File: config.mk
export PLATFORM = sky130hd
export DESIGN_NAME = bpa_regs
export DESIGN_NICKNAME = d
export VERILOG_FILES = /design/src/sv/bpa_pkg.sv /design/src/sv/bpa_regs.sv
export SDC_FILE = /design/constraint.sdc
export NUM_CORES = 1
export LEC_CHECK = 0
export ABC_AREA = 1
export BUFFER_PORTS_ARGS = -buffer_cell sky130_fd_sc_hd__buf_2
export CORE_MARGIN = 1.5
export CORE_UTILIZATION = 49
export DETAILED_ROUTE_END_ITERATION = 10
export HOLD_SLACK_MARGIN = 0.03
export PLACE_DENSITY = 0.9
export REMOVE_ABC_BUFFERS = 1
export SYNTH_ARGS = -nofsm -noshare
export SYNTH_HDL_FRONTEND = slang
export SYNTH_SLANG_ARGS = --single-unit
File: constraint.sdc
create_clock -name clk -period 1.37 [get_ports clk]
set_input_delay 0.137 -clock clk [delete_from_list [all_inputs] [get_ports clk]]
set_output_delay 0.137 -clock clk [all_outputs]
set_load 0.1 [all_outputs]
File: src/sv/bpa_pkg.sv
// shared constants, codes and controller/datapath interface types of the page allocator
package bpa_pkg;

    localparam int PAGE_BYTES = 4096;
    localparam int MAX_PAGES  = 4096;
    localparam int ADDR_BITS  = 48;

    localparam int PAGE_SHIFT  = $clog2(PAGE_BYTES);
    localparam int PN_W        = ADDR_BITS - PAGE_SHIFT;
    localparam int WORD_BITS   = 64;
    localparam int BIT_W       = $clog2(WORD_BITS);
    localparam int MAP_WORDS   = (MAX_PAGES + WORD_BITS - 1) / WORD_BITS;
    localparam int WORD_IDX_W  = (MAP_WORDS > 1) ? $clog2(MAP_WORDS) : 1;
    localparam int PAGE_IDX_W  = WORD_IDX_W + BIT_W;
    localparam int CNT_W       = $clog2(MAX_PAGES + 1);
    localparam int CMP_W       = PAGE_IDX_W + 1;

    localparam int CFG_DATA_W  = 64;
    localparam int CFG_ADDR_W  = 4;
    localparam int REG_IDX_LSB = 3;

    localparam logic REG_REGION_START = 1'b0;
    localparam logic REG_REGION_END   = 1'b1;

    localparam logic OP_ALLOC = 1'b0;
    localparam logic OP_FREE  = 1'b1;

    typedef enum logic [2:0] {
        ST_ALLOCATED     = 3'd0,
        ST_NO_MEMORY     = 3'd1,
        ST_FREED         = 3'd2,
        ST_NULL          = 3'd3,
        ST_RANGE         = 3'd4,
        ST_NOT_ALLOCATED = 3'd5
    } status_t;

    typedef struct packed {
        logic    reb_base;
        logic    reb_total;
        logic    reb_free;
        logic    capture;
        logic    calc_diff;
        logic    rd_free;
        logic    scan_start;
        logic    scan_step;
        logic    scan_capture;
        logic    alloc_commit;
        logic    free_commit;
        logic    res_we;
        status_t res_code;
        logic    load_out;
    } bpa_cmd_t;

    typedef struct packed {
        logic op_free;
        logic no_free;
        logic addr_null;
        logic below_base;
        logic out_of_range;
        logic bit_set;
        logic scan_hit;
        logic scan_done;
        logic idx_bad;
    } bpa_stat_t;

endpackage

File: src/sv/bpa_regs.sv
// apb register block holding the region start and end
module bpa_regs
    import bpa_pkg::*;
(
    input  logic                  clk,
    input  logic                  rst_n,
    input  logic                  psel,
    input  logic                  penable,
    input  logic                  pwrite,
    input  logic [CFG_ADDR_W-1:0] paddr,
    input  logic [CFG_DATA_W-1:0] pwdata,
    output logic [CFG_DATA_W-1:0] prdata,
    output logic                  pready,
    output logic [ADDR_BITS-1:0]  region_start,
    output logic [ADDR_BITS-1:0]  region_end,
    output logic                  cfg_wr
);

    logic [ADDR_BITS-1:0] region_start_reg;
    logic [ADDR_BITS-1:0] region_end_reg;
    logic                 reg_idx;

    assign reg_idx = paddr[REG_IDX_LSB];
    assign pready  = 1'b1;
    assign cfg_wr  = psel && penable && pwrite;

    always_ff @(posedge clk or negedge rst_n)
    begin
        if (!rst_n)
        begin
            region_start_reg <= '0;
            region_end_reg   <= '0;
        end
        else if (cfg_wr)
        begin
            unique case (reg_idx)
                REG_REGION_START: region_start_reg <= pwdata[ADDR_BITS-1:0];
                REG_REGION_END:   region_end_reg   <= pwdata[ADDR_BITS-1:0];
                default:          region_end_reg   <= region_end_reg;
            endcase
        end
    end

    always_comb
    begin
        unique case (reg_idx)
            REG_REGION_START: prdata = {{(CFG_DATA_W-ADDR_BITS){1'b0}}, region_start_reg};
            REG_REGION_END:   prdata = {{(CFG_DATA_W-ADDR_BITS){1'b0}}, region_end_reg};
            default:          prdata = '0;
        endcase
    end

    assign region_start = region_start_reg;
    assign region_end   = region_end_reg;

endmodule

==> results by group <==
Status
  – Status: finished, final reports clean

Timing
  – F_max: 746.0 MHz
  – Final Cycle Share: 97.84%
  – Max-slew violation count: 0
  – Hold slack final: 46.68 ps
  – Skew final: 0 ps
  – Final setup vio count: 0
  – Final hold vios: 0
  – Min cycle time layout: 1340 ps

Setup path
  – CP arrival: 1200 ps
  – Crit path buffers/inverters: 1
  – CP Capture Type: primary output
  – Slowest stage cell, crit path: buf_2
  – Crit-path cells: buf_2
  – CP Data Required Time: 1230 ps
  – Critical Setup Path Class: reg2out
  – CP peak stage delay: 450 ps
  – CP Launch Type: flop
  – Worst-path fanout max: 3
  – Delay-heaviest family, CP: buffers and inverters

CTS
  – H-Tree Depth: 3
  – Post-CTS Setup Inserts: 0
  – Clock transition at path regs: 90 ps
  – Clock latency on the worst-skew pair: 340 ps
  – Root Buffer: clkbuf_8
  – TritonCTS Buffers: 9
  – Bufs on Longest Clock Path: 2
  – CTS tree: done
  – Clock sink count: 96

Logic synthesis
  – Multiplexer share of the synthesized area: 0%
  – Simple-gate share of the synthesized area: 39.10%
  – Yosys reg bits: 96
  – Synth top area cells: dfrtp_1 53%, nand2_1 28%, nand3_1 11%
  – Xor/xnor cell area share of the yosys netlist: 0%
  – Register area share after synthesis: 53.10%
  – Ys Warns: 0
  – Mapped Cells: 594
  – Adder-Cell Fraction of Synth Area: 0%
  – Mapped Avg Cell Area: 7.617 um2
  – Main combinational cell family by area after synthesis: simple AND/OR/NAND/NOR gates
  – Area leader, netlist: dfrtp_1
  – Cell area after synthesis: 4524 um2
  – Synth Area in Compound Gates: 0%
  – Netlist cell types: 12
  – Post-synth top area share: 53.10%

Final layout
  – Register Area: 2402 um2
  – Share of layout cells above drive strength 1: 28.91%
  – Final nets: 881
  – Fillers: 568
  – Post-route insts no fill: 921
  – Fin util: 77.63%
  – Area grow syn2layout: 51.83%
  – # diodes: 0
  – Post-route cell area: 6869 um2
  – Footprint of the multi-input gates: 1836 um2

Global route
  – GRT met3 Usage: 4.498%
  – First-pass GRT wire length: 21,540 um
  – Initial antenna violation count: 0
  – GRT Overall Usage: 27.36%
  – Grt met2 use: 48.22%
  – Most crowded layer after global routing: met2
  – Largest net degree at the start of global routing: 71
  – Overflow after GRT: 0
  – Vias in the first global route: 4,491
  – Grt met1 use: 33.85%

Floorplan
  – Core Area: 8848 um2
  – Initial Util: 51.13%
  – Chip width: 99.09 um
  – Die area: 9819 um2
  – # IOs: 235
  – # rows: 34
  – Die H: 99.09 um

Power and ir drop
  – PwrDens: 2164 nW/um2
  – Max VDD drop: 1547 uV
  – Pleak: 3.905 nW
  – Total design power: 0.01486 W

Route
  – Wire per inst: 14.95 um
  – Via density: 5.157
  – Initial DRC Count: 257
  – Final ANT Viol Nets: 0
  – Drt pass-1 iters: 5
  – DR vias: 4,750
  – DRC: 0
  – Drt total wl: 13,770 um

Placed design
  – Placed cell count: 874
  – # port buffers: 198
  – Gpl congestion: 0.7889
  – Post-DP HPWL: 9081 um
  – DP Area: 6325 um2

Min path
  – Hold Path Class: in2reg

Run
  – Maxcap violations: 0
[final timing paths]
check                      slack (ps)            from               end  depth (start not counted)
setup reg to reg                  680  region_end[18]    region_end[18]                          2
max in group asynchronous         560           rst_n    region_end[34]                          3
setup / recovery                   30  region_end[19]    region_end[19]                          1
min in group asynchronous         260           rst_n  region_start[41]                          2
hold reg to reg                   500   region_end[1]     region_end[1]                          2
hold / removal                     50      pwdata[43]    region_end[43]                          3
[power breakdown]
| group | internal (W) | leakage (nW) | switching (W) | total [W] |
|---|---|---|---|---|
| clock network | 0.000849 | 0.0998 | 0.000972 | 0.00182 |
| logic | 0.00187 | 2.60 | 0.00733 | 0.00920 |
| registers | 0.00336 | 1.21 | 0.000479 | 0.00384 |
[cell families after synthesis]
kind of cell / count (synthesis)
buffers and inverters: 60
flip-flops: 96
other: 2
AND/OR/NAND/NOR: 436
[cell usage after synthesis]
library cell  number
buf_6              2
nand2_1          337
buf_4             22
nor2_4             1
buf_2             18
buf_1              6
clkbuf_1          10
inv_2              2
nand4_1            2
dfrtp_1           96
conb_1             2
nand3_1           96
[per-layer routing]
layer,wire length (um),vias to the layer above,share of wire [%]
met5,0,-,0
met4,258,0,1.9
met3,987,26,7.2
met2,7335,257,53
met1,5190,2226,38
li1,-,2241,-
[worst min-delay path, stage by stage]
cell	delay, ps
buf_2	90
nand3_1	70
nand2_1	60
[timing repair]
item,CTS,global route
hold endpoints to repair,71,0
hold buffers,31,0
setup endpoints to repair,1,15
resized for setup,1,15
[cell type report]
type                            count  area share, %
Tap cell                          108          1.967
Sequential cell                    96          34.97
Multi-Input combinational cell    453          26.72
Timing Repair Buffer              246          33.41
Inverter                            2         0.1093
Clock buffer                        9          1.803
Clock inverter                      7          1.020
[stage by stage]
step	worst slack (ps)	setup TNS (ps)
6_report	29.54	0
5_1_grt	-35.66	-63.49
4_1_cts	6.490	0
3_5_place_dp	52.18	0
3_3_place_gp	113.6	0
2_1_floorplan	-1250	-111810
[cell usage in the layout, fill, tap and decap left out]
cell             n
dfrtp_1         96
clkbuf_4        14
nand2_1        336
bufinv_16        1
nand4_1          2
clkbuf_8         9
inv_2            2
dlygate4sd3_1   31
nand2_2          1
buf_12          56
nor2_4           1
buf_2          132
clkinvlp_4       1
nand3_1         96
clkinv_2         3
buf_4           13
inv_6            2
conb_1          17
Power figures use the tool's default switching activity.
