--- config.mk ---
export PLATFORM = sky130hd
export DESIGN_NAME = bpa_ctrl
export DESIGN_NICKNAME = d
export VERILOG_FILES = /design/src/sv/bpa_pkg.sv /design/src/sv/bpa_ctrl.sv
export SDC_FILE = /design/constraint.sdc
export NUM_CORES = 1
export LEC_CHECK = 0
export ABC_AREA = 1
export BUFFER_PORTS_ARGS = -buffer_cell sky130_fd_sc_hd__buf_2
export CORE_UTILIZATION = 47
export CTS_BUF_LIST = sky130_fd_sc_hd__clkbuf_4
export DETAILED_ROUTE_END_ITERATION = 16
export PLACE_DENSITY = 0.78
export SLEW_MARGIN = 0
export SYNTH_ARGS = -nofsm -noshare
export SYNTH_HDL_FRONTEND = slang
export SYNTH_SLANG_ARGS = --single-unit
export TNS_END_PERCENT = 100
--- constraint.sdc ---
create_clock -name clk -period 1.3 [get_ports clk]
set_input_delay 0.195 -clock clk [delete_from_list [all_inputs] [get_ports clk]]
set_output_delay 0.195 -clock clk [all_outputs]
set_load 0.05 [all_outputs]
--- src/sv/bpa_pkg.sv ---
// shared constants, codes and controller/datapath interface types of the page allocator
package bpa_pkg;

    localparam int PAGE_BYTES = 4096;
    localparam int MAX_PAGES  = 4096;
    localparam int ADDR_BITS  = 48;

    localparam int PAGE_SHIFT  = $clog2(PAGE_BYTES);
    localparam int PN_W        = ADDR_BITS - PAGE_SHIFT;
    localparam int WORD_BITS   = 64;
    localparam int BIT_W       = $clog2(WORD_BITS);
    localparam int MAP_WORDS   = (MAX_PAGES + WORD_BITS - 1) / WORD_BITS;
    localparam int WORD_IDX_W  = (MAP_WORDS > 1) ? $clog2(MAP_WORDS) : 1;
    localparam int PAGE_IDX_W  = WORD_IDX_W + BIT_W;
    localparam int CNT_W       = $clog2(MAX_PAGES + 1);
    localparam int CMP_W       = PAGE_IDX_W + 1;

    localparam int CFG_DATA_W  = 64;
    localparam int CFG_ADDR_W  = 4;
    localparam int REG_IDX_LSB = 3;

    localparam logic REG_REGION_START = 1'b0;
    localparam logic REG_REGION_END   = 1'b1;

    localparam logic OP_ALLOC = 1'b0;
    localparam logic OP_FREE  = 1'b1;

    typedef enum logic [2:0] {
        ST_ALLOCATED     = 3'd0,
        ST_NO_MEMORY     = 3'd1,
        ST_FREED         = 3'd2,
        ST_NULL          = 3'd3,
        ST_RANGE         = 3'd4,
        ST_NOT_ALLOCATED = 3'd5
    } status_t;

    typedef struct packed {
        logic    reb_base;
        logic    reb_total;
        logic    reb_free;
        logic    capture;
        logic    calc_diff;
        logic    rd_free;
        logic    scan_start;
        logic    scan_step;
        logic    scan_capture;
        logic    alloc_commit;
        logic    free_commit;
        logic    res_we;
        status_t res_code;
        logic    load_out;
    } bpa_cmd_t;

    typedef struct packed {
        logic op_free;
        logic no_free;
        logic addr_null;
        logic below_base;
        logic out_of_range;
        logic bit_set;
        logic scan_hit;
        logic scan_done;
        logic idx_bad;
    } bpa_stat_t;

endpackage

--- src/sv/bpa_ctrl.sv ---
// allocator controller: sequences rebuild, allocate scan, free check and result transfer
module bpa_ctrl
    import bpa_pkg::*;
(
    input  logic      clk,
    input  logic      rst_n,
    input  logic      cfg_wr,
    input  logic      in_valid,
    output logic      in_ready,
    output logic      out_valid,
    input  logic      out_ready,
    input  bpa_stat_t stat,
    output bpa_cmd_t  cmd
);

    typedef enum logic [9:0] {
        S_IDLE       = 10'b00_0000_0001,
        S_REB_BASE   = 10'b00_0000_0010,
        S_REB_TOTAL  = 10'b00_0000_0100,
        S_REB_FREE   = 10'b00_0000_1000,
        S_DECODE     = 10'b00_0001_0000,
        S_SCAN       = 10'b00_0010_0000,
        S_ALLOC_WR   = 10'b00_0100_0000,
        S_FREE_RANGE = 10'b00_1000_0000,
        S_FREE_CHK   = 10'b01_0000_0000,
        S_FINISH     = 10'b10_0000_0000
    } state_t;

    state_t state_reg;
    state_t state_next;
    logic   out_valid_reg;

    assign in_ready  = (state_reg == S_IDLE);
    assign out_valid = out_valid_reg;

    always_comb
    begin
        state_next = state_reg;
        cmd        = '0;
        unique case (state_reg)
            S_IDLE:
            begin
                if (in_valid)
                begin
                    cmd.capture = 1'b1;
                    state_next  = S_DECODE;
                end
            end
            S_REB_BASE:
            begin
                cmd.reb_base = 1'b1;
                state_next   = S_REB_TOTAL;
            end
            S_REB_TOTAL:
            begin
                cmd.reb_total = 1'b1;
                state_next    = S_REB_FREE;
            end
            S_REB_FREE:
            begin
                cmd.reb_free = 1'b1;
                state_next   = S_IDLE;
            end
            S_DECODE:
            begin
                if (stat.op_free)
                begin
                    priority if (stat.addr_null)
                    begin
                        cmd.res_we   = 1'b1;
                        cmd.res_code = ST_NULL;
                        state_next   = S_FINISH;
                    end
                    else if (stat.below_base)
                    begin
                        cmd.res_we   = 1'b1;
                        cmd.res_code = ST_RANGE;
                        state_next   = S_FINISH;
                    end
                    else
                    begin
                        cmd.calc_diff = 1'b1;
                        state_next    = S_FREE_RANGE;
                    end
                end
                else if (stat.no_free)
                begin
                    cmd.res_we   = 1'b1;
                    cmd.res_code = ST_NO_MEMORY;
                    state_next   = S_FINISH;
                end
                else
                begin
                    cmd.scan_start = 1'b1;
                    state_next     = S_SCAN;
                end
            end
            S_SCAN:
            begin
                cmd.scan_step = 1'b1;
                priority if (stat.scan_hit)
                begin
                    cmd.scan_capture = 1'b1;
                    state_next       = S_ALLOC_WR;
                end
                else if (stat.scan_done)
                begin
                    cmd.res_we   = 1'b1;
                    cmd.res_code = ST_NO_MEMORY;
                    state_next   = S_FINISH;
                end
            end
            S_ALLOC_WR:
            begin
                cmd.res_we = 1'b1;
                if (stat.idx_bad)
                begin
                    cmd.res_code = ST_NO_MEMORY;
                end
                else
                begin
                    cmd.alloc_commit = 1'b1;
                    cmd.res_code     = ST_ALLOCATED;
                end
                state_next = S_FINISH;
            end
            S_FREE_RANGE:
            begin
                if (stat.out_of_range)
                begin
                    cmd.res_we   = 1'b1;
                    cmd.res_code = ST_RANGE;
                    state_next   = S_FINISH;
                end
                else
                begin
                    // fetch the bitmap word holding the page
                    cmd.rd_free = 1'b1;
                    state_next  = S_FREE_CHK;
                end
            end
            S_FREE_CHK:
            begin
                cmd.res_we = 1'b1;
                if (stat.bit_set)
                begin
                    cmd.free_commit = 1'b1;
                    cmd.res_code    = ST_FREED;
                end
                else
                begin
                    cmd.res_code = ST_NOT_ALLOCATED;
                end
                state_next = S_FINISH;
            end
            S_FINISH:
            begin
                if (!out_valid_reg || out_ready)
                begin
                    cmd.load_out = 1'b1;
                    state_next   = S_IDLE;
                end
            end
            default:
            begin
                state_next = S_IDLE;
            end
        endcase
        // a register write restarts the rebuild
        if (cfg_wr)
        begin
            state_next = S_REB_BASE;
        end
    end

    always_ff @(posedge clk or negedge rst_n)
    begin
        if (!rst_n)
        begin
            state_reg     <= S_IDLE;
            out_valid_reg <= 1'b0;
        end
        else
        begin
            state_reg <= state_next;
            if (cmd.load_out)
            begin
                out_valid_reg <= 1'b1;
            end
            else if (out_ready)
            begin
                out_valid_reg <= 1'b0;
            end
        end
    end

endmodule

==> load_flow_metrics.sql, run 1 <==
INSERT INTO impl_metrics (metric_group, metric, value, unit) VALUES
('status', 'outcome', 'did not finish', ''),
('status', 'haltStage', 'clock tree synthesis', ''),
('status', 'error_message', '[ERROR DPL-0038] Utilization greater than 100%, impossible to legalize', ''),
('yosys', 'synthesized_cell_area', '0.00101', 'mm2'),
('clock_network', 'cts-buffers-inserted', '3', ''),
('yosys', 'synth.yosys.warnings', '0', ''),
('die', 'die_w', '48.3', 'um'),
('yosys', 'synth_top_flop_cell', 'sky130_fd_sc_hd__dfrtp_1', ''),
('yosys', 'syn_nets', '162', ''),
('yosys', 'synthCells', '148', ''),
('clock_network', 'cts.repair.resized', '76', ''),
('yosys', 'asyncSetResetFlopFracSynth', '100', '%'),
('yosys', 'synthXorXnorAreaFrac', '0', '%'),
('yosys', 'simple_logic_cell_fraction_of_the_synthesized_area', '57.5', '%'),
('placed_design', 'post_dp_cell_area', '0.00162', 'mm2'),
('die', 'effective_utilization_at_floorplan', '50.8', '%'),
('yosys', 'post_synthesis_compound_gate_area_fraction', '3.73', '%'),
('yosys', 'netlist_cell_types', '26', ''),
('placed_design', 'placed_cells_incl_taps', '244', ''),
('yosys', 'synth.yosys.seq_area_share', '27.5', '%'),
('yosys', 'largest_family_of_logic_cells_by_synthesized_area', 'simple AND/OR/NAND/NOR gates', ''),
('die', 'ios', '32', ''),
('placed_design', 'finalWeightedCongestion', '0.913', ''),
('yosys', 'number_of_synthesized_register_bits', '11', ''),
('yosys', 'synth-edff-count', '0', ''),
('clock_network', 'post-cts-setup-buffer-count', '15', ''),
('placed_design', 'port_buffers', '31', ''),
('die', 'die_h', '48.3', 'um'),
('clock_network', 'clock_sinks', '11', ''),
('die', 'placementRows', '16', ''),
('clock_network', 'htree_levels', '1', ''),
('yosys', 'yosys.area_share.adder', '0', '%'),
('placed_design', 'detailed_place_hpwl', '2700', 'um'),
('clock_network', 'cts.path.max_buffers', '2', ''),
('yosys', 'synthMuxAreaShare', '0', '%'),
('yosys', 'syn_avg_cell_area', '6.81', 'um2'),
('clock_network', 'root_buffer', 'sky130_fd_sc_hd__clkbuf_4', ''),
('clock_network', 'post_cts_hold_buffer_count', '1', '');
==> synth_stat cells (2+ instances only) <==
library cell              number  share of area, %
sky130_fd_sc_hd__nand2_1      21               7.8
sky130_fd_sc_hd__nor2_4        3               3.4
sky130_fd_sc_hd__or2_2         2               1.2
sky130_fd_sc_hd__nand3_4       2               3.5
sky130_fd_sc_hd__nand3_1      18               8.9
sky130_fd_sc_hd__inv_2         4               1.5
sky130_fd_sc_hd__inv_4         2               1.2
sky130_fd_sc_hd__inv_1        22               8.2
sky130_fd_sc_hd__nor2_1       22               8.2
sky130_fd_sc_hd__nor2_2        6               3.7
sky130_fd_sc_hd__nand2_4       3               3.4
sky130_fd_sc_hd__dfrtp_1      10                25
sky130_fd_sc_hd__nor3_1        9               4.5
sky130_fd_sc_hd__nand4_1       7               4.3
sky130_fd_sc_hd__nand2_2       5               3.1
sky130_fd_sc_hd__nor3_2        2               2.0
==> logic make-up after synthesis <==
kind of cell           count (synthesis)
AOI/OAI and AO/OA                      5
DFF                                   11
and+or+nand+nor                      103
buffers and inverters                 29
==> metrics by stage <==
| stage | hold WS [ns] | util, % | setup WS, ns |
|---|---|---|---|
| floorplan | -0.101 | - | -0.361 |
| global placement | 0.0736 | 81.8 | -0.321 |
| detailed placement | 0.0750 | 81.8 | -0.371 |
==> run 2: changes to the inputs <==
- CORE_AREA: not set -> 2 2 63 65
- CORE_UTILIZATION: 47 -> not set
- CTS_BUF_LIST: sky130_fd_sc_hd__clkbuf_4 -> not set
- DIE_AREA: not set -> 0 0 65 67
- PLACE_DENSITY: 0.78 -> not set
- PLACE_DENSITY_LB_ADDON: not set -> 0.15
- clock period: 1.3 -> 1.7 ns (I/O delays scaled with it)
==> run 2 against run 1 <==
Effect of this change:
- the flow now finishes, with violations (setup timing)
- area after synthesis did not move
- synthesized cell count is the same
==> load_flow_metrics.sql, run 2 <==
INSERT INTO impl_metrics (metric_group, metric, value, unit) VALUES
('status', 'outcome', 'finished, violations left', ''),
('status', 'violations', 'setup timing', ''),
('setup_path', 'reg2reg_setup_slack', '0.08', 'ns'),
('timing', 'setup_skew', '0.00867', 'ns'),
('grt', 'grt_start_max_net_pins', '12', ''),
('yosys', 'asyncSetResetFlopFracSynth', '100', '%'),
('route', 'drt-initial-drc-count', '31', ''),
('yosys', 'synthesized_cell_area', '0.00101', 'mm2'),
('setup_path', 'worst-r2r-cell-count', '12', ''),
('layout', 'finish.net_count', '226', ''),
('setup_path', 'path_common_cell', 'sky130_fd_sc_hd__nand3_2', ''),
('timing', 'period_minus_slack', '1.85', 'ns'),
('grt', 'groute.usage.overall', '15.3', '%'),
('placed_design', 'finalWeightedCongestion', '0.766', ''),
('power_and_ir_drop', 'switching_share_of_power', '34.1', '%'),
('timing', 'setup_tns', '-1.56', 'ns'),
('layout', 'share_of_layout_cells_above_drive_strength_1', '60.7', '%'),
('grt', 'gr-total-overflow', '0', ''),
('setup_path', 'crit-reg2reg-capture', 'state_reg[9]', ''),
('die', 'placementRows', '22', ''),
('die', 'core_area', '0.00361', 'mm2'),
('flow_run', 'max_cap_violations', '0', ''),
('layout', 'synthToLayoutAreaGrowth', '82.5', '%'),
('die', 'die_w', '65', 'um'),
('power_and_ir_drop', 'power_density', '446', 'mW/mm2'),
('setup_path', 'cp_cell_instances', 'inv_2, nand2_2, nor3_2, nand3_2, nor2_1, nor2_2, nand3_2, buf_8', ''),
('placed_design', 'placed_cells_incl_taps', '246', ''),
('grt', 'grt_first_pass_wirelength', '5110', 'um'),
('power_and_ir_drop', 'clkPwrFrac', '33.0', '%'),
('yosys', 'most_frequent_cells_after_synthesis', 'sky130_fd_sc_hd__inv_1, sky130_fd_sc_hd__nor2_1, sky130_fd_sc_hd__nand2_1', ''),
('yosys', 'synth_largest_area_cell', 'sky130_fd_sc_hd__dfrtp_1', ''),
('hold_path', 'hold_path_startpoint', 'out_ready', ''),
('yosys', 'yosys-top-cells-area', 'sky130_fd_sc_hd__dfrtp_1, sky130_fd_sc_hd__nand3_1, sky130_fd_sc_hd__inv_1', ''),
('grt', 'grt_pass1_vias', '1156', ''),
('power_and_ir_drop', 'power_frac_comb', '32.6', '%'),
('setup_path', 'startpoint_type', 'register', ''),
('route', 'vias', '1199', ''),
('hold_path', 'timing.hold.worst_path_depth', '2', ''),
('setup_path', 'critPathKind', 'reg -> out', ''),
('yosys', 'syn_avg_cell_area', '6.81', 'um2'),
('yosys', 'synthCells', '148', ''),
('timing', 'final_hold_viol_count', '0', ''),
('setup_path', 'cp.buffers_inverters', '2', ''),
('timing', 'fmaxAchievable', '539', 'MHz'),
('setup_path', 'timing.critical_path.required', '1.44', 'ns'),
('layout', 'final-instance-count-excl-fill', '259', ''),
('setup_path', 'worst_r2r_startpoint', 'state_reg[8]', ''),
('die', 'effective_utilization_at_floorplan', '27.9', '%'),
('yosys', 'synth-edff-count', '0', ''),
('power_and_ir_drop', 'power.sequential.fraction', '34.4', '%'),
('clock_network', 'htree_levels', '1', ''),
('grt', 'grt_antenna_before_repair', '0', ''),
('setup_path', 'critPathMaxStageDelay', '0.38', 'ns'),
('layout', 'insertedDiodeCount', '0', ''),
('power_and_ir_drop', 'p_sw', '279', 'uW'),
('layout', 'largest_register_ff_count', '10', ''),
('timing', 'post-route-worst-setup-slack', '-0.155', 'ns'),
('timing', 'timing.final.setup_violations', '15', ''),
('clock_network', 'clk_transition_reported_paths', '0.05', 'ns'),
('route', 'final_antenna_net_count', '0', ''),
('hold_path', 'hold_path_end', 'out_valid', ''),
('clock_network', 'root_buffer', 'sky130_fd_sc_hd__clkbuf_8', ''),
('yosys', 'number_of_synthesized_register_bits', '11', ''),
('power_and_ir_drop', 'total_design_power', '820', 'uW'),
('clock_network', 'cts.path.max_buffers', '2', ''),
('layout', 'layout_commonest_cell', 'sky130_fd_sc_hd__buf_4', ''),
('clock_network', 'clock_sinks', '11', ''),
('yosys', 'syn_nets', '162', ''),
('power_and_ir_drop', 'peak_supply_drop', '355', 'uV'),
('die', 'die_area', '0.00436', 'mm2'),
('route', 'detail_route.wl_per_cell', '12.0', 'um'),
('yosys', 'synth_top_flop_cell', 'sky130_fd_sc_hd__dfrtp_1', ''),
('placed_design', 'port_buffers', '31', ''),
('setup_path', 'cp_data_arrival_time', '1.60', 'ns'),
('route', 'postRouteWirelength', '3110', 'um'),
('timing', 'finalCritPeriodShare', '109', '%'),
('setup_path', 'cp_capture_type', 'output pin', ''),
('setup_path', 'timing.critical_path.max_delay_family', 'simple AND/OR/NAND/NOR gates', ''),
('timing', 'report.final.slew_viol_count', '0', ''),
('clock_network', 'cts-buffers-inserted', '3', ''),
('setup_path', 'crit_path_top_delay_cell', 'sky130_fd_sc_hd__dfrtp_1', ''),
('clock_network', 'cts_tree', 'built', ''),
('route', 'vias_cell', '4.63', ''),
('yosys', 'synth.yosys.seq_area_share', '27.5', '%'),
('power_and_ir_drop', 'power.internal', '541', 'uW'),
('layout', 'fin_util', '51.0', '%'),
('route', 'tritonroute_pass_1_iters', '4', ''),
('timing', 'grt_setup_unrepaired', 'yes', ''),
('placed_design', 'detailed_place_hpwl', '2470', 'um'),
('clock_network', 'clock_latency', '0.25', 'ns'),
('die', 'ios', '32', ''),
('power_and_ir_drop', 'leakage', '0.892', 'nW'),
('yosys', 'synth.yosys.warnings', '0', ''),
('layout', 'mostFrequentLayoutCells', 'sky130_fd_sc_hd__buf_4, sky130_fd_sc_hd__nand2_1, sky130_fd_sc_hd__inv_1, sky130_fd_sc_hd__buf_6, sky130_fd_sc_hd__buf_2', ''),
('yosys', 'netlist_cell_types', '26', ''),
('setup_path', 'cp_max_fo', '4', ''),
('timing', 'max_slew.worst_pin.slew', '0.261', 'ns'),
('yosys', 'yosysTopAreaCellShare', '24.8', '%'),
('die', 'die_h', '67', 'um'),
('timing', 'max-slew-margin-rel', '82.6', '%'),
('route', 'post-route-drc-count', '0', ''),
('hold_path', 'hold_crit_path_type', 'in -> reg', '');
-- run 2: cell counts after synthesis --
Identical to the previous run, type by type.
-- run 2: worst register-to-register path, stage by stage, from the launching register on --
cell	delay [ns]
sky130_fd_sc_hd__dfrtp_1	0.38
sky130_fd_sc_hd__inv_2	0.07
sky130_fd_sc_hd__nand2_2	0.12
sky130_fd_sc_hd__buf_4	0.20
sky130_fd_sc_hd__nor2_4	0.15
sky130_fd_sc_hd__nand3_4	0.12
sky130_fd_sc_hd__inv_4	0.08
sky130_fd_sc_hd__buf_4	0.11
sky130_fd_sc_hd__nand2_4	0.04
sky130_fd_sc_hd__nand3_4	0.09
sky130_fd_sc_hd__nor2_2	0.04
sky130_fd_sc_hd__nand2_1	0.06
sky130_fd_sc_hd__nand2_1	0.05
-- run 2: per-layer routing --
metal | vias up | track usage [%] | part of all wire, %
met2 | 21 | 25.4 | 50
met5 | - | 0 | 0
met4 | 0 | 4.79 | 0.96
li1 | 609 | - | -
met3 | 4 | 1.52 | 2.9
met1 | 565 | 20.8 | 46
-- run 2: what timing repair did --
action	CTS	global route
setup buffers	5	4
hold endpoints to repair	10	0
hold buffers	1	0
setup endpoints to repair	17	18
resized for setup	62	26
pin swaps	6	7
-- run 2: how the worst max path moves through the flow --
stage / from / end / slack [ns] / cells past startpoint
after floorplan: state_reg[9] / cmd[1] / -0.1 / 7
after global placement: state_reg[1] / cmd[1] / -0.08 / 8
after detailed placement: state_reg[1] / cmd[1] / -0.09 / 8
after CTS: state_reg[3] / cmd[1] / -0.19 / 8
after global routing: state_reg[1] / cmd[1] / -0.28 / 8
final: state_reg[8] / cmd[4] / -0.15 / 8
-- run 2: final cells by class --
class / count / area, um2
inverter: 28 / 118
multi-input combinational: 108 / 795
tap: 48 / 60.1
sequential: 11 / 279
clock buffer: 4 / 45.0
timing repair buffer: 60 / 542
fill: 344 / 1770
-- run 2: through the flow --
| step | hold slack, ns | setup WS, ns | cell area (um2) |
|---|---|---|---|
| after global routing | 0.222 | -0.278 | 1840 |
| after global placement | 0.142 | -0.0768 | 1420 |
| after floorplan | -0.0406 | -0.0954 | 1060 |
| final | 0.204 | -0.155 | 1840 |
| after detailed placement | 0.142 | -0.0856 | 1420 |
| after CTS | 0.207 | -0.193 | 1720 |
-- run 2: cells by family (layout without fill, tap and decap cells) --
family                 after synthesis  in the layout  share of synthesized area (%)
buffers and inverters               29             92                           11.3
flip-flops                          11             11                           27.5
AND/OR/NAND/NOR                    103            103                           57.5
AO/OA/AOI/OAI                        5              5                           3.73
-- run 2: power by group through the flow --
stage	Clock (mW)	Sequential [mW]	Combinational [mW]
global placement	0	0.284	0.213
detailed placement	0	0.284	0.216
floorplan	0	0.285	0.142
finish	0.271	0.282	0.267
CTS	0.273	0.282	0.260
global route	0.290	0.283	0.290
Note: power is estimated with default switching activity, not from simulation.
==> run 3: changes to the inputs <==
- RECOVER_POWER: not set -> 50
- clock period: 1.7 -> 1.6 ns (I/O delays scaled with it)
==> run 3 against run 2 <==
Effect of this change:
- the flow still finishes with violations (setup timing)
- total power is 7.9% higher
- design area is 6.5% higher
- worst hold slack worse by 0.0020 ns
- wire length is 2.6% higher
==> load_flow_metrics.sql, run 3 (synthesized netlist as in run 2, its figures left out) <==
INSERT INTO impl_metrics (metric_group, metric, value, unit) VALUES
('setup_path', 'cp_cell_instances', 'nor2_4, nand2_4, nor3_4, nand2_2, buf_4, nor2_4, buf_6', ''),
('clock_network', 'clock_latency', '0.23', 'ns'),
('placed_design', 'finalWeightedCongestion', '0.869', ''),
('timing', 'timing.final.setup_violations', '17', ''),
('placed_design', 'port_buffers', '31', ''),
('timing', 'period_minus_slack', '1.90', 'ns'),
('hold_path', 'hold_path_startpoint', 'out_ready', ''),
('grt', 'grt.met1_usage', '19.6', '%'),
('timing', 'final_hold_viol_count', '0', ''),
('clock_network', 'clock_sinks', '11', ''),
('clock_network', 'cts.path.max_buffers', '2', ''),
('setup_path', 'critPathMaxStageDelay', '0.40', 'ns'),
('die', 'ios', '32', ''),
('die', 'die_area', '0.00436', 'mm2'),
('setup_path', 'timing.critical_path.required', '1.36', 'ns'),
('grt', 'fraction_of_met2_tracks_used_by_global_routing', '27.7', '%'),
('grt', 'grt_antenna_before_repair', '0', ''),
('setup_path', 'crit-reg2reg-capture', 'state_reg[0]', ''),
('grt', 'grt_pass1_vias', '1180', ''),
('grt', 'top_usage_layer', 'met2', ''),
('layout', 'share_of_layout_cells_above_drive_strength_1', '63.5', '%'),
('layout', 'insertedDiodeCount', '0', ''),
('timing', 'grt_setup_unrepaired', 'yes', ''),
('layout', 'finish.net_count', '237', ''),
('route', 'drt-initial-drc-count', '26', ''),
('layout', 'layout_commonest_cell', 'sky130_fd_sc_hd__buf_4', ''),
('setup_path', 'cp_data_arrival_time', '1.66', 'ns'),
('setup_path', 'worst-r2r-cell-count', '10', ''),
('route', 'vias', '1199', ''),
('layout', 'fillCellCount', '348', ''),
('die', 'core_area', '0.00361', 'mm2'),
('flow_run', 'max_cap_violations', '0', ''),
('layout', 'regArea', '278', 'um2'),
('route', 'vias_cell', '4.44', ''),
('setup_path', 'critical_path_cell_count', '7', ''),
('power_and_ir_drop', 'leakage', '0.948', 'nW'),
('layout', 'final-instance-count-excl-fill', '270', ''),
('power_and_ir_drop', 'peak_supply_drop', '339', 'uV'),
('timing', 'max_slew.worst_pin.slew', '0.598', 'ns'),
('grt', 'grt_first_pass_wirelength', '5180', 'um'),
('status', 'outcome', 'finished, violations left', ''),
('status', 'violations', 'setup timing', ''),
('grt', 'use_met3', '0.845', '%'),
('setup_path', 'cp_capture_type', 'output pin', ''),
('setup_path', 'cp.buffers_inverters', '2', ''),
('layout', 'synthToLayoutAreaGrowth', '94.3', '%'),
('hold_path', 'timing.hold.worst_path_depth', '2', ''),
('placed_design', 'detailed_place_hpwl', '2420', 'um'),
('power_and_ir_drop', 'power_density', '452', 'mW/mm2'),
('setup_path', 'reg2reg_setup_slack', '0.01', 'ns'),
('hold_path', 'hold_path_end', 'out_valid', ''),
('die', 'die_h', '67', 'um'),
('layout', 'largest_register_ff_count', '10', ''),
('layout', 'mostFrequentLayoutCells', 'sky130_fd_sc_hd__buf_4, sky130_fd_sc_hd__nor2_4, sky130_fd_sc_hd__inv_1, sky130_fd_sc_hd__buf_6, sky130_fd_sc_hd__nand2_1', ''),
('setup_path', 'startpoint_type', 'register', ''),
('clock_network', 'cts-buffers-inserted', '3', ''),
('clock_network', 'cts_tree', 'built', ''),
('clock_network', 'clk_transition_reported_paths', '0.05', 'ns'),
('die', 'effective_utilization_at_floorplan', '27.9', '%'),
('route', 'detail_route.wl_per_cell', '11.8', 'um'),
('placed_design', 'placement.setup.worst_slack', '-0.189', 'ns'),
('timing', 'setup_skew', '0.00587', 'ns'),
('grt', 'groute.usage.overall', '15.0', '%'),
('route', 'post-route-drc-count', '0', ''),
('route', 'final_antenna_net_count', '0', ''),
('route', 'tritonroute_pass_1_iters', '4', ''),
('die', 'die_w', '65', 'um'),
('clock_network', 'root_buffer', 'sky130_fd_sc_hd__clkbuf_8', ''),
('timing', 'fmaxAchievable', '525', 'MHz'),
('grt', 'gr-total-overflow', '0', ''),
('hold_path', 'hold_crit_path_type', 'in -> reg', ''),
('setup_path', 'timing.critical_path.max_delay_family', 'simple AND/OR/NAND/NOR gates', ''),
('timing', 'report.final.slew_viol_count', '0', ''),
('die', 'placementRows', '22', ''),
('grt', 'grt_start_max_net_pins', '12', ''),
('timing', 'post-route-worst-setup-slack', '-0.303', 'ns'),
('timing', 'max-slew-margin-rel', '60.2', '%'),
('placed_design', 'placed_cells_incl_taps', '253', ''),
('setup_path', 'worst_r2r_startpoint', 'state_reg[0]', ''),
('setup_path', 'cp_max_fo', '6', ''),
('layout', 'multi_input_area', '830', 'um2'),
('clock_network', 'htree_levels', '1', ''),
('route', 'postRouteWirelength', '3200', 'um'),
('setup_path', 'path_common_cell', 'sky130_fd_sc_hd__nor2_4', ''),
('setup_path', 'crit_path_top_delay_cell', 'sky130_fd_sc_hd__dfrtp_1', ''),
('setup_path', 'critPathKind', 'reg -> out', ''),
('timing', 'finalCritPeriodShare', '119', '%');
[run 3: area by class of cell]
class | count | share of cell area [%]
Multi-Input combinational cell | 108 | 42.4
Timing Repair Buffer | 71 | 32.0
Sequential cell | 11 | 14.2
Inverter | 28 | 6.01
Tap cell | 48 | 3.07
Clock buffer | 3 | 2.11
Clock inverter | 1 | 0.256
[run 3: where the power goes]
part           internal [mW]  leakage (nW)  switching, mW
Clock                  0.170        0.0255         0.0970
Sequential             0.291         0.145        0.00929
Combinational          0.131         0.777          0.187
[run 3: timing repair]
| item | 4_1_cts | 5_1_grt |
|---|---|---|
| setup endpoints to repair | 17 | 20 |
| pin swaps | 6 | 16 |
| hold buffers | 1 | 0 |
| endpoints found under the hold margin | 10 | 0 |
| buffers inserted | 6 | 7 |
| gates cloned | 0 | 0 |
| gates resized for setup | 70 | 27 |
[run 3: worst max-delay path by stage]
stage	startpoint	to	slack, ns
after global placement	state_reg[1]	cmd[1]	-0.14
after global routing	state_reg[2]	cmd[9]	-0.39
after CTS	state_reg[0]	cmd[4]	-0.27
after floorplan	state_reg[1]	cmd[1]	-0.18
final	state_reg[2]	cmd[9]	-0.30
after detailed placement	state_reg[1]	cmd[1]	-0.19
[run 3: worst reg2reg max path, stage by stage (launching register included)]
cell	delay [ns]
sky130_fd_sc_hd__dfstp_2	0.55
sky130_fd_sc_hd__nor2_4	0.05
sky130_fd_sc_hd__nand2_4	0.12
sky130_fd_sc_hd__buf_4	0.14
sky130_fd_sc_hd__inv_4	0.03
sky130_fd_sc_hd__buf_4	0.14
sky130_fd_sc_hd__nand3_2	0.08
sky130_fd_sc_hd__nand3_1	0.09
sky130_fd_sc_hd__nor2_2	0.11
sky130_fd_sc_hd__nand3_1	0.08
sky130_fd_sc_hd__o21bai_1	0.13
[run 3: metal layers]
layer | part of all wire, % | wire (um) | vias up
met1 | 43 | 1390 | 549
li1 | - | - | 626
met5 | 0 | 0 | -
met4 | 0.19 | 6 | 0
met2 | 54 | 1710 | 22
met3 | 2.8 | 89 | 2
[run 3: stage by stage]
stage	hold WS [ns]	setup TNS (ns)	area, um2	total power, mW	util [%]
global placement	0.128	-0.833	1480	0.533	40.9
detailed placement	0.123	-1.06	1480	0.535	40.9
CTS	0.201	-2.83	1810	0.856	50.1
global route	0.217	-4.40	1960	0.938	54.3
finish	0.202	-2.93	1960	0.885	54.3
floorplan	-0.0556	-0.880	1060	0.454	-
